--- config.mk ---
export PLATFORM = sky130hd
export DESIGN_NAME = egress_prefix_match_marker_top
export DESIGN_NICKNAME = d
export VERILOG_FILES = /design/src/sv/epmm_pkg.sv /design/src/sv/egress_prefix_match_marker_top.sv /design/src/sv/epmm_front.sv /design/src/sv/epmm_queue.sv /design/src/sv/epmm_back.sv
export SDC_FILE = /design/constraint.sdc
export NUM_CORES = 2
export LEC_CHECK = 0
export ABC_AREA = 1
export BUFFER_PORTS_ARGS = -buffer_cell sky130_fd_sc_hd__buf_4
export CELL_PAD_IN_SITES_DETAIL_PLACEMENT = 0
export CELL_PAD_IN_SITES_GLOBAL_PLACEMENT = 1
export CORE_UTILIZATION = 52
export CTS_BUF_LIST = sky130_fd_sc_hd__clkbuf_4 sky130_fd_sc_hd__clkbuf_8
export DETAILED_ROUTE_END_ITERATION = 16
export HOLD_SLACK_MARGIN = 0.12
export MAX_ROUTING_LAYER = met4
export PLACE_DENSITY_LB_ADDON = 0.1
export SLEW_MARGIN = 10
export SYNTH_ARGS = -nofsm -noshare
export SYNTH_HDL_FRONTEND = slang
export SYNTH_SLANG_ARGS = --single-unit
--- constraint.sdc ---
create_clock -name clock -period 5.4 [get_ports clock]
set_clock_uncertainty 0.2 [all_clocks]
set_input_delay 0.27 -clock clock [delete_from_list [all_inputs] [get_ports clock]]
set_output_delay 0.27 -clock clock [all_outputs]
set_load 0.05 [all_outputs]
--- src/sv/epmm_pkg.sv ---
`timescale 1ns / 1ps
`default_nettype none
package epmm_pkg;

   // verdict codes, as reported on rsp_verdict_code
   typedef enum logic [2:0] {
      VC_MARKED       = 3'd0,
      VC_NOT_IPV4     = 3'd1,
      VC_NOT_TCP      = 3'd2,
      VC_TOO_SHORT    = 3'd3,
      VC_PORT_DIFFERS = 3'd4,
      VC_NO_PREFIX    = 3'd5
   } epmm_verdict_type;

   // control register file
   localparam int unsigned CSR_IDX_W = 4;
   localparam logic [CSR_IDX_W-1:0] CSR_PORT_TO_MATCH = 4'd0;
   localparam logic [CSR_IDX_W-1:0] CSR_MARK_VALUE    = 4'd1;
   localparam logic [15:0] PORT_RESET = 16'd443;
   localparam logic [31:0] MARK_RESET = 32'hFEE1_DEAD;

   // frame layout
   localparam logic [15:0] ETHERTYPE_IPV4 = 16'h0800;
   localparam logic [7:0]  IP_PROTO_TCP   = 8'd6;
   localparam logic [15:0] POS_ETYPE_HI   = 16'd12;
   localparam logic [15:0] POS_ETYPE_LO   = 16'd13;
   localparam logic [15:0] POS_IHL        = 16'd14;
   localparam logic [15:0] POS_PROTO      = 16'd23;
   localparam logic [15:0] POS_DADDR_FIRST = 16'd30;
   localparam logic [15:0] POS_DADDR_LAST  = 16'd33;
   localparam logic [6:0]  PORT_BASE      = 7'd16;  // 14 + 2
   localparam logic [16:0] LEN_ETH_HDR    = 17'd14;
   localparam logic [16:0] LEN_IP_HDR     = 17'd34;
   localparam logic [6:0]  HDR_BASE       = 7'd34;  // 14 + 20

   // command queue between parser and lookup
   localparam int unsigned QUEUE_DEPTH = 4;
   localparam int unsigned QUEUE_PTR_W = $clog2(QUEUE_DEPTH);
   localparam int unsigned QUEUE_CNT_W = $clog2(QUEUE_DEPTH + 1);

   typedef struct packed {
      logic             is_write;
      logic [3:0]       slot;
      logic [31:0]      data;         // prefix for a write, address for a frame
      logic [5:0]       length;
      logic             entry_valid;
      epmm_verdict_type code;         // VC_NO_PREFIX: lookup decides
   } epmm_cmd_type;

   // leading-ones mask; lengths of 32 and above give all ones
   function automatic logic [31:0] prefix_mask(input logic [5:0] len);
      prefix_mask = ~(32'hFFFF_FFFF >> len);
   endfunction

endpackage
`default_nettype wire

--- src/sv/egress_prefix_match_marker_top.sv ---
// A verdict passes the command queue, hit register and verdict register. Throughput: one
// transaction per cycle on req_ (bytes and table writes alike) until the queue fills, one
// verdict per cycle on rsp_; a 4-entry command queue absorbs response back-pressure.
// Reset (synchronous, active high): all prefix entries invalid, counter zero,
// port_to_match = 443, mark_value = 0xfee1dead, parser at start of frame.
`timescale 1ns / 1ps
`default_nettype none
module egress_prefix_match_marker_top
   import epmm_pkg::*;
#(
   parameter int unsigned TABLE_ENTRIES = 16
)
(
   input  wire logic                 clock,
   input  wire logic                 reset,
   // item channel
   input  wire logic                 req_valid,
   output logic                      req_ready,
   input  wire logic                 req_action,
   input  wire logic [7:0]           req_frame_byte,
   input  wire logic                 req_frame_end,
   input  wire logic [3:0]           req_entry_slot,
   input  wire logic [31:0]          req_entry_prefix,
   input  wire logic [5:0]           req_entry_length,
   input  wire logic                 req_entry_valid,
   // verdict channel
   output logic                      rsp_valid,
   input  wire logic                 rsp_ready,
   output logic                      rsp_mark_frame,
   output logic [31:0]               rsp_mark_word,
   output logic [2:0]                rsp_verdict_code,
   output logic [63:0]               rsp_marked_total,
   // control register writes
   input  wire logic                 csr_valid,
   output logic                      csr_ready,
   input  wire logic [CSR_IDX_W-1:0] csr_index,
   input  wire logic [31:0]          csr_data
);

   // Front: byte parser. Tracks byte position, captures EtherType, IHL,
   // protocol, destination address and TCP port, and on the last byte
   // pushes a frame command carrying every header check already done;
   // only the prefix lookup is left open. Table writes are pushed as
   // commands too, so they land in order with respect to frames.
   // Back: prefix table, parallel match into a hit register,
   // then the verdict/counter register that drives rsp_.

   logic [15:0]      port_ff;
   logic [31:0]      mark_ff;
   logic             front_cmd_valid;
   logic             queue_push_ready;
   epmm_cmd_type     front_cmd;
   logic             queue_pop_valid;
   logic             back_ready;
   epmm_cmd_type     queue_head;
   epmm_verdict_type back_code;

   assign csr_ready = 1'b1;

   always_ff @(posedge clock) begin
      if (reset) begin
         port_ff <= PORT_RESET;
         mark_ff <= MARK_RESET;
      end else if (csr_valid) begin
         unique case (csr_index)
            CSR_PORT_TO_MATCH: begin
               port_ff <= csr_data[15:0];
            end
            CSR_MARK_VALUE: begin
               mark_ff <= csr_data;
            end
            default: begin
               // other indexes: no register, write dropped
            end
         endcase
      end
   end

   epmm_front u_front (
      .clock         (clock),
      .reset         (reset),
      .in_valid      (req_valid),
      .in_ready      (req_ready),
      .action        (req_action),
      .frame_byte    (req_frame_byte),
      .frame_end     (req_frame_end),
      .entry_slot    (req_entry_slot),
      .entry_prefix  (req_entry_prefix),
      .entry_length  (req_entry_length),
      .entry_valid   (req_entry_valid),
      .port_to_match (port_ff),
      .cmd_valid     (front_cmd_valid),
      .cmd_ready     (queue_push_ready),
      .cmd_data      (front_cmd)
   );

   epmm_queue u_queue (
      .clock      (clock),
      .reset      (reset),
      .push_valid (front_cmd_valid),
      .push_ready (queue_push_ready),
      .push_data  (front_cmd),
      .pop_valid  (queue_pop_valid),
      .pop_ready  (back_ready),
      .pop_data   (queue_head)
   );

   epmm_back #(
      .TABLE_ENTRIES (TABLE_ENTRIES)
   ) u_back (
      .clock            (clock),
      .reset            (reset),
      .cmd_valid        (queue_pop_valid),
      .cmd_ready        (back_ready),
      .cmd_data         (queue_head),
      .mark_value       (mark_ff),
      .rsp_valid        (rsp_valid),
      .rsp_ready        (rsp_ready),
      .rsp_mark_frame   (rsp_mark_frame),
      .rsp_mark_word    (rsp_mark_word),
      .rsp_verdict_code (back_code),
      .rsp_marked_total (rsp_marked_total)
   );

   assign rsp_verdict_code = back_code;

endmodule
`default_nettype wire

--- src/sv/epmm_front.sv ---
`timescale 1ns / 1ps
`default_nettype none
module epmm_front
   import epmm_pkg::*;
(
   input  wire logic         clock,
   input  wire logic         reset,
   input  wire logic         in_valid,
   output logic              in_ready,
   input  wire logic         action,
   input  wire logic [7:0]   frame_byte,
   input  wire logic         frame_end,
   input  wire logic [3:0]   entry_slot,
   input  wire logic [31:0]  entry_prefix,
   input  wire logic [5:0]   entry_length,
   input  wire logic         entry_valid,
   input  wire logic [15:0]  port_to_match,
   output logic              cmd_valid,
   input  wire logic         cmd_ready,
   output epmm_cmd_type      cmd_data
);

   logic [15:0] pos_ff, pos_in;
   logic [15:0] etype_ff, etype_in;
   logic [7:0]  proto_ff, proto_in;
   logic [3:0]  ihl_ff, ihl_in;
   logic [31:0] daddr_ff, daddr_in;
   logic [15:0] dport_ff, dport_in;
   logic [6:0]  port_at;
   logic [6:0]  hdr_end;
   logic [16:0] frame_len;
   logic        byte_take;
   epmm_verdict_type pre_code;

   assign in_ready  = cmd_ready;
   assign cmd_valid = in_valid && (action || frame_end);
   assign byte_take = in_valid && cmd_ready && !action;

   always_comb begin
      etype_in = etype_ff;
      ihl_in   = ihl_ff;
      proto_in = proto_ff;
      daddr_in = daddr_ff;
      dport_in = dport_ff;
      port_at  = PORT_BASE + {1'b0, ihl_ff, 2'b00};
      if (pos_ff == POS_ETYPE_HI) begin
         etype_in = {frame_byte, 8'h00};
      end else if (pos_ff == POS_ETYPE_LO) begin
         etype_in = etype_ff | {8'h00, frame_byte};
      end else if (pos_ff == POS_IHL) begin
         ihl_in = frame_byte[3:0];
      end else if (pos_ff == POS_PROTO) begin
         proto_in = frame_byte;
      end
      if (pos_ff >= POS_DADDR_FIRST && pos_ff <= POS_DADDR_LAST) begin
         daddr_in = {daddr_ff[23:0], frame_byte};
      end
      if (pos_ff > POS_IHL && pos_ff == {9'd0, port_at}) begin
         dport_in = {frame_byte, dport_ff[7:0]};
      end else if (pos_ff > POS_IHL && pos_ff == {9'd0, port_at} + 16'd1) begin
         dport_in = {dport_ff[15:8], frame_byte};
      end
      pos_in = (pos_ff == 16'hFFFF) ? pos_ff : pos_ff + 16'd1;
   end

   // header checks in the order they are reported
   always_comb begin
      frame_len = {1'b0, pos_ff} + 17'd1;
      hdr_end   = HDR_BASE + {1'b0, ihl_in, 2'b00};
      if (frame_len < LEN_ETH_HDR) begin
         pre_code = VC_TOO_SHORT;
      end else if (etype_in != ETHERTYPE_IPV4) begin
         pre_code = VC_NOT_IPV4;
      end else if (frame_len < LEN_IP_HDR) begin
         pre_code = VC_TOO_SHORT;
      end else if (proto_in != IP_PROTO_TCP) begin
         pre_code = VC_NOT_TCP;
      end else if (frame_len < {10'd0, hdr_end}) begin
         pre_code = VC_TOO_SHORT;
      end else if (dport_in != port_to_match) begin
         pre_code = VC_PORT_DIFFERS;
      end else begin
         pre_code = VC_NO_PREFIX;
      end
   end

   always_comb begin
      cmd_data.is_write    = action;
      cmd_data.slot        = entry_slot;
      cmd_data.data        = action ? entry_prefix : daddr_in;
      cmd_data.length      = entry_length;
      cmd_data.entry_valid = entry_valid;
      cmd_data.code        = pre_code;
   end

   always_ff @(posedge clock) begin
      if (reset) begin
         pos_ff   <= '0;
         etype_ff <= '0;
         proto_ff <= '0;
         ihl_ff   <= '0;
         daddr_ff <= '0;
         dport_ff <= '0;
      end else if (byte_take) begin
         if (frame_end) begin
            pos_ff   <= '0;
            etype_ff <= '0;
            proto_ff <= '0;
            ihl_ff   <= '0;
            daddr_ff <= '0;
            dport_ff <= '0;
         end else begin
            pos_ff   <= pos_in;
            etype_ff <= etype_in;
            proto_ff <= proto_in;
            ihl_ff   <= ihl_in;
            daddr_ff <= daddr_in;
            dport_ff <= dport_in;
         end
      end
   end

endmodule
`default_nettype wire

--- src/sv/epmm_queue.sv ---
`timescale 1ns / 1ps
`default_nettype none
module epmm_queue
   import epmm_pkg::*;
(
   input  wire logic          clock,
   input  wire logic          reset,
   input  wire logic          push_valid,
   output logic               push_ready,
   input  wire epmm_cmd_type  push_data,
   output logic               pop_valid,
   input  wire logic          pop_ready,
   output epmm_cmd_type       pop_data
);

   epmm_cmd_type           store_ff [QUEUE_DEPTH];
   logic [QUEUE_PTR_W-1:0] wr_ptr_ff;
   logic [QUEUE_PTR_W-1:0] rd_ptr_ff;
   logic [QUEUE_CNT_W-1:0] count_ff;
   logic                   push_ok;
   logic                   pop_ok;

   assign push_ready = (count_ff != QUEUE_CNT_W'(QUEUE_DEPTH));
   assign pop_valid  = (count_ff != '0);
   assign pop_data   = store_ff[rd_ptr_ff];
   assign push_ok    = push_valid && push_ready;
   assign pop_ok     = pop_valid && pop_ready;

   always_ff @(posedge clock) begin
      if (reset) begin
         wr_ptr_ff <= '0;
         rd_ptr_ff <= '0;
         count_ff  <= '0;
      end else begin
         if (push_ok) begin
            wr_ptr_ff <= wr_ptr_ff + 1'b1;
         end
         if (pop_ok) begin
            rd_ptr_ff <= rd_ptr_ff + 1'b1;
         end
         if (push_ok && !pop_ok) begin
            count_ff <= count_ff + 1'b1;
         end else if (pop_ok && !push_ok) begin
            count_ff <= count_ff - 1'b1;
         end
      end
   end

   always_ff @(posedge clock) begin
      if (push_ok) begin
         store_ff[wr_ptr_ff] <= push_data;
      end
   end

endmodule
`default_nettype wire

--- src/sv/epmm_back.sv ---
`timescale 1ns / 1ps
`default_nettype none
module epmm_back
   import epmm_pkg::*;
#(
   parameter int unsigned TABLE_ENTRIES = 16
)
(
   input  wire logic          clock,
   input  wire logic          reset,
   input  wire logic          cmd_valid,
   output logic               cmd_ready,
   input  wire epmm_cmd_type  cmd_data,
   input  wire logic [31:0]   mark_value,
   output logic               rsp_valid,
   input  wire logic          rsp_ready,
   output logic               rsp_mark_frame,
   output logic [31:0]        rsp_mark_word,
   output epmm_verdict_type   rsp_verdict_code,
   output logic [63:0]        rsp_marked_total
);

   localparam int unsigned IDX_W = (TABLE_ENTRIES > 1) ? $clog2(TABLE_ENTRIES) : 1;

   logic [TABLE_ENTRIES-1:0] valid_ff;
   logic [31:0]              prefix_ff [TABLE_ENTRIES];
   logic [31:0]              mask_ff   [TABLE_ENTRIES];
   logic [TABLE_ENTRIES-1:0] hit;
   logic [IDX_W-1:0]         slot_idx;
   logic                     table_wr;

   logic                     mid_valid_ff;
   epmm_verdict_type         mid_code_ff;
   logic [TABLE_ENTRIES-1:0] mid_hits_ff;
   logic                     mid_go;
   logic                     mid_free;
   logic                     frame_take;

   logic                     marked;
   logic [63:0]              count_ff;
   logic [63:0]              count_in;
   logic                     rsp_valid_ff;

   assign mid_go     = mid_valid_ff && (!rsp_valid_ff || rsp_ready);
   assign mid_free   = !mid_valid_ff || mid_go;
   // table writes never wait; frames wait for the match stage
   assign cmd_ready  = cmd_data.is_write || mid_free;
   assign frame_take = cmd_valid && !cmd_data.is_write && mid_free;
   assign table_wr   = cmd_valid && cmd_data.is_write &&
                       (32'(cmd_data.slot) < TABLE_ENTRIES);
   assign slot_idx   = IDX_W'(cmd_data.slot);

   always_comb begin
      for (int i = 0; i < TABLE_ENTRIES; i++) begin
         hit[i] = valid_ff[i] && (((cmd_data.data ^ prefix_ff[i]) & mask_ff[i]) == 32'd0);
      end
   end

   always_ff @(posedge clock) begin
      if (reset) begin
         valid_ff <= '0;
      end else if (table_wr) begin
         valid_ff[slot_idx] <= cmd_data.entry_valid;
      end
   end

   always_ff @(posedge clock) begin
      if (table_wr) begin
         prefix_ff[slot_idx] <= cmd_data.data;
         mask_ff[slot_idx]   <= prefix_mask(cmd_data.length);
      end
   end

   // match stage
   always_ff @(posedge clock) begin
      if (reset) begin
         mid_valid_ff <= 1'b0;
      end else if (frame_take) begin
         mid_valid_ff <= 1'b1;
      end else if (mid_go) begin
         mid_valid_ff <= 1'b0;
      end
   end

   always_ff @(posedge clock) begin
      if (frame_take) begin
         mid_code_ff <= cmd_data.code;
         mid_hits_ff <= hit;
      end
   end

   // verdict stage
   assign marked   = (mid_code_ff == VC_NO_PREFIX) && (|mid_hits_ff);
   assign count_in = count_ff + {63'd0, marked};

   always_ff @(posedge clock) begin
      if (reset) begin
         rsp_valid_ff <= 1'b0;
         count_ff     <= '0;
      end else if (mid_go) begin
         rsp_valid_ff <= 1'b1;
         count_ff     <= count_in;
      end else if (rsp_ready) begin
         rsp_valid_ff <= 1'b0;
      end
   end

   always_ff @(posedge clock) begin
      if (mid_go) begin
         rsp_mark_frame   <= marked;
         rsp_mark_word    <= marked ? mark_value : 32'd0;
         rsp_verdict_code <= marked ? VC_MARKED : mid_code_ff;
         rsp_marked_total <= count_in;
      end
   end

   assign rsp_valid = rsp_valid_ff;

endmodule
`default_nettype wire

[Yosys cells after proc, flatten, opt, wreduce, memory -nomap -nowiden]
Memory sizes are Yosys's and may differ from the RTL's. A register that Yosys moved wholly into a read port is not among the register bits.
Cells that the tools add are included.
Storage, ports and cells
  bits in writable memories: 1212
  logic and storage cells: 199
  memories kept: 3
  bits in registers: 348
Memories
  u_back.mask_ff: depth 16, bits a word 32, read ports 16, clocked after Yosys merged registers in 0, wr ports 1, RTL line epmm_back.sv:27  | logic [31:0] mask_ff [TABLE_ENTRIES];
  u_back.prefix_ff: depth 16, bits a word 32, read ports 16, clocked after Yosys merged registers in 0, wr ports 1, RTL line epmm_back.sv:26  | logic [31:0] prefix_ff [TABLE_ENTRIES];
  u_queue.store_ff: depth 4, bits a word 47, read ports 1, clocked after Yosys merged registers in 1, wr ports 1, RTL line epmm_queue.sv:16  | epmm_cmd_type store_ff [QUEUE_DEPTH];
Operators by class
  bitwise operators: 34
  equal/unequal tests: 14
  muxes and demuxes: 41
  $add $sub $neg: 10
  reduce and logical (&&, ||, !) cells: 67
  magnitude comparators: 8
  shift operators: 1
Operators by type and width (count)
  $and A32 B32 Y32: 16
  $logic_not A32 Y1: 16
  $xor A32 B32 Y32: 16
  $mux W16: 7
  $mux W32: 3
  $add A64 B1 Y64: 1
  $eq A16 B4 Y1 const B: 3
  $mux W8: 6
  $logic_and A1 B1 Y1: 32
  $not A32 Y32: 1
  $shr A32 B6 Y32 const A: 1
  $mux W3: 7
  $add A16 B1 Y17 const B: 1
  $lt A17 B4 Y1 const B: 1
  $lt A17 B6 Y1 const B: 1
  $lt A17 B7 Y1: 1
  $add A16 B1 Y16 const B: 1
  $bwmux W16: 1
  $eq A16 B16 Y1: 1
  $eq A16 B16 Y1 const B: 1
  $eq A16 B5 Y1 const B: 1
  $eq A16 B7 Y1: 1
  $ge A16 B5 Y1 const B: 1
  $gt A16 B4 Y1 const B: 1
  other kinds (28): 54

[Longest topological paths before layout]
  depth in word-level cells: 13
  depth in mapped cells: 21
  gate-level depth less buffers: 21

[By module]
A second synthesis with hierarchy kept.
Unflattened totals
  cell total of the unflattened synthesis: 5884
  area, all modules: 65223.8 um2
By module, submodules not included
  epmm_back: times used 1, area each 49182.2 um2, cells an instance 4096, sequential area each 35964.5 um2
  epmm_queue: times used 1, area each 7858.8 um2, cells an instance 523, sequential area each 5825.6 um2
  epmm_front: times used 1, area each 6119.6 um2, cells an instance 982, sequential area each 1841.8 um2
  egress_prefix_match_marker_top: times used 1, area each 2063.2 um2, cells an instance 283, sequential area each 960.9 um2

[Worst setup path before layout]
No wires, ideal clock.
  kind: register to register
  start: register with a tool-made name
  end: register u_back.valid_ff[12]
  slack: 532 ps
  cell stages (with the launch flop): 13
  arrival: 4582 ps
  clock period less this slack: 4868 ps
  library setup time: 86 ps
  cells stage by stage: dfxtp_1 > buf_6 > inv_4 > buf_6 > buf_6 > buf_4 > buf_4 > nand2_1 > a32oi_1 > nand2_1 > nor2_1 > o21ai_0 > a21oi_1
RTL lines
  end signal, assigned by index: RTL line epmm_back.sv:63  | valid_ff[slot_idx] <= cmd_data.entry_valid;
  end, declared: RTL line epmm_back.sv:25  | logic [TABLE_ENTRIES-1:0] valid_ff;

==> results list <==
- Maxcap violations: 0
- Clock tree synthesis inserted a total of between 200 and 300 buffers.
* Post-Syn Nets: 5,804
- After Yosys synthesis, and, or, nand and nor cells account for between 15 and 20% of the synthesized area.
* Post-CTS clock slew at the launch and capture registers of the worst setup and hold paths: about 0.070 ns
- Prior to clock tree synthesis, the placed netlist has a worst setup slack of approximately 0.91 ns.
- After the flow finishes, the layout carries non-filler instances totaling between 8k and 9k.
- Proportion of layout cells with a drive suffix above 1: around 17%
- Placed Cells incl. Taps: roughly 7.4k
- Final hold analysis gives a worst-case slack of roughly 0.22 ns.
* Cell type contributing the most total cell area after synthesis: edfxtp_1
* Post-synthesis instance area: ~64,000 sq um
* Power per cell area: roughly 530 nW/um^2
- At the end of routability-driven placement, the weighted congestion stood at between 0.8 and 0.9.
- Final period utilization: 82.1%
- The number of cells on the worst reg-to-reg path is 12.
- Sequential cell area in the final layout: between 40,000 and 50,000 sq um
- Signed area change from the synthesized netlist to the final layout: 16.6%
- For the worst setup path, the data arrival time is about 5.1 ns.
* Internal reg-to-reg setup slack: around 0.97 ns
* Number of enable-type register cells in the synthesized netlist: approximately 1.3k
- Maximum resistive drop on vdd: between 0.0003 and 0.0004 V
- Remaining global-route overflow: 0
- Post-detailed-routing wire length: 163,000 um
* Main synth FF type: edfxtp_1
- For this block, the via count after detailed routing is roughly 43k.
- Global routing used 35.2% of the available met1 tracks.
- Dividing the detail-routed wire length by the instance count gives ~20 um.
* Summed area of non-filler cells in the final layout: approximately 75,000 sq um
- Main combinational cell family by area after synthesis: simple AND/OR/NAND/NOR gates
- Proportion of synthesized area in mux cells: 0%
- Via-per-instance ratio: 5.33
- Async S/R FF share, synth: 0%
- Routed Antenna Nets: 0
* Required time worst endpoint: ~6.0 ns
- Based on the critical path, the design can be clocked at up to between 200 and 250 MHz.
* H-tree depth reported by CTS: 5
- The synthesized netlist contains 66 unique library cells.
* Final number of max-transition violations: 0
- Worst hold path startpoint: req_frame_end
- Remaining max-slew budget at the tightest pin: between 10% and 20%
* Number of storage elements in the synthesis netlist: 1,562
* Final worst-path setup slack: approximately 0.97 ns
* CP endpoint kind: flip-flop
- In the final timing run, aggregate negative setup slack is 0 ns.
* Final critical-path required period: roughly 4.4 ns
* Multi-input gate area in the final layout: 17,000 sq um
* Worst Setup Path Type: flip-flop to flip-flop
- Height of the die: 354 um
* DRC marker count from the first detailed-route iteration: 3,586
- The cell sitting at the root of the clock tree is a clkbuf_8.
* Largest net degree at the start of global routing: approximately 160
- Vias in the first global route: between 40k and 50k
- Wire length of the first global-routing pass: 249,000 um
* IO Port Bufs: between 150 and 200
- Post-place instance area: ~68,000 sq um
- Util after Layout: just over 60%
- The path class of the tightest hold or removal check is input pin to flip-flop.
- Number of cell rows: roughly 130
- Remaining routing DRC violations: 0
* Total power of the final layout: 39.8 mW
- Grt peak-use layer: met2
* Result of the run: complete, no violations
- Die width: between 300 and 400 um
- The total count of hold-check failures in the final report came to 0.
- Number of antenna violations at the first check in global routing: 7
* Tightest Pin Transition: roughly 1.3 ns
- Later-pin clock latency in the skew report: roughly 0.98 ns
* Clock tree from TritonCTS: yes
* # fillers: between 9k and 10k
- The critical path ends at u_back.mid_hits_ff[8]$_DFFE_PP_.
- Unrepaired setup endpoints after global routing: false
* Die Area: about 130,000 sq um
- Arithmetic-cell share of the synthesized area counting full adders, half adders and majority gates: less than 1%
- The synthesized netlist devotes under 10% of its cell area to compound gates.
- After synthesis, the mean cell area works out to ~11 sq um.
- Met2 Use GR: between 40% and 50%
* Parity-gate share of the synthesized area counting xor and xnor cells: under 10%
- Share of the synthesized area in the top cell type: ~62%
- For this run, the register share of the synthesized area comes to between 60% and 70%.
- The first TritonRoute pass finished after 6 iterations.
- In this run the standard cell core region covers between 100,000 and 150,000 sq um.
- The worst setup path is launched from a flip-flop.
- Yosys attributes the largest share of cell area to edfxtp_1 62%, dfxtp_1 7.2%, nand2_1 6.3%, o21ai_0 3.6%, nor2_1 3.3%.
- In this run the deepest clock path goes through 4 buffers.
* Total of endpoints with negative setup slack in the final report: 0
- Post-Synthesis Cells: around 5.7k
- Yosys printed 0 warnings.
- Sink Count: between 1.5k and 2k
* Worst r2r dst: u_back.mid_hits_ff[8]$_DFFE_PP_
- a little under 200 I/O pins were placed.
- Effective utilization at floorplan: between 50% and 60%
- Cell leakage power: 28.0 nW
- The final layout contains 6,384 nets.
- The HPWL after detailed placement is just over 100,000 um.
- Grt met3 use: 5.32%
- Largest fanout on the critical path: 56
- Across every metal layer, demand over resource in global routing totals between 20% and 30%.
- In this run the post-CTS setup repair buffer count came out at 0.
==> power by group <==
part	internal, mW	switching [mW]	leakage (nW)	total, mW
sequential	16.6	0.630	14.0	17.2
combinational	2.98	9.22	11.3	12.2
clock	5.72	4.62	2.71	10.3
total	25.3	14.5	28.0	39.8
==> worst min-delay path by stage <==
| stage | endpoint | cells after the start |
|---|---|---|
| floorplan | u_queue.store_ff[0][3]$_DFFE_PP_ | 0 |
| global route | u_queue.store_ff[2][17]$_DFFE_PP_ | 4 |
| detailed placement | u_back.rsp_verdict_code[1]$_SDFFCE_PP0P_ | 0 |
| finish | u_front.daddr_ff[10]$_SDFFE_PP0P_ | 6 |
| CTS | u_queue.store_ff[3][31]$_DFFE_PP_ | 4 |
| global placement | mark_ff[24]$_SDFFE_PP0P_ | 2 |
==> repair_timing <==
| item | in CTS | in global routing |
|---|---|---|
| endpoints found under the hold margin | 418 | 0 |
| gates resized for setup | 0 | 0 |
| hold buffers | 203 | 0 |
==> worst max-delay path: stages (launching register included) <==
cell and delay, ns:
dfxtp_4 0.44, inv_4 0.44, buf_4 0.48, nand2_1 0.10
nand3_1 0.10, nand2_2 0.14, inv_1 0.49, nand2_1 0.10
nand3_1 0.11, o21ai_0 0.18, nor4_1 0.83, nand4_1 0.41
nor2_1 0.20
==> placed cells by master (no fill, tap or decap), drive strengths merged, types with 3 or more instances in the layout <==
cell type       n
a32o            5
bufinv          4
diode           8
nand4          54
o21a           18
o21bai          7
nand2        1103
o2111ai        22
dlygate4sd3   203
o211ai          3
a221oi         16
nor2          584
o22ai          44
a21oi         220
nand3         367
a211oi         12
or2           239
a32oi           8
inv           500
nor4           43
clkinvlp        4
a2bb2oi         3
xor2           85
o21ai         493
ha             18
dfxtp         231
nor3           39
clkbuf        384
nand3b          3
buf           305
a31oi          25
edfxtp       1331
clkinv         60
and2            3
==> cell families after synthesis <==
kind of cell,count (synthesis)
and+or+nand+nor,2437
DFF,1562
AOI/OAI and AO/OA,880
buffers and inverters,706
xor gates and xnor gates,86
adders and majority gates,19
other,1
==> layer usage <==
layer / up-vias / routed length (um) / share of wire, %
li1: 20900 / - / -
met1: 20600 / 70800 / 43
met2: 1249 / 77600 / 48
met3: 273 / 10400 / 6.4
met4: 0 / 4050 / 2.5
met5: - / 0 / 0
==> flip-flops by register name, indices dropped and copies added, names as in the netlist, 32 cells and up, named ones only <==
| register | count |
|---|---|
| mark_ff | 32 |
| u_back.count_ff | 64 |
| u_back.mask_ff | 512 |
| u_back.prefix_ff | 512 |
| u_back.rsp_mark_word | 32 |
| u_back.rsp_marked_total | 64 |
| u_front.daddr_ff | 32 |
| u_queue.store_ff | 188 |
==> final cells by class <==
| type | instances | area share [%] |
|---|---|---|
| sequential | 1562 | 59.5 |
| multi-input combinational | 3423 | 22.6 |
| clock buffer | 384 | 6.23 |
| timing repair buffer | 508 | 5.89 |
| tap | 1625 | 2.71 |
| inverter | 502 | 2.52 |
| clock inverter | 66 | 0.534 |
| antenna | 8 | 0.0267 |
==> cells in the mapped netlist (40+ instances only) <==
library cell	instances
or2_2	206
buf_2	55
clkbuf_1	101
xor2_1	85
nand2_1	1079
a21oi_1	220
o22ai_1	44
o21ai_0	467
nand4_1	51
dfxtp_1	231
edfxtp_1	1331
nor4_1	40
nor2_1	560
nand3_1	353
inv_1	472
Note: power is estimated with default switching activity, not from simulation.
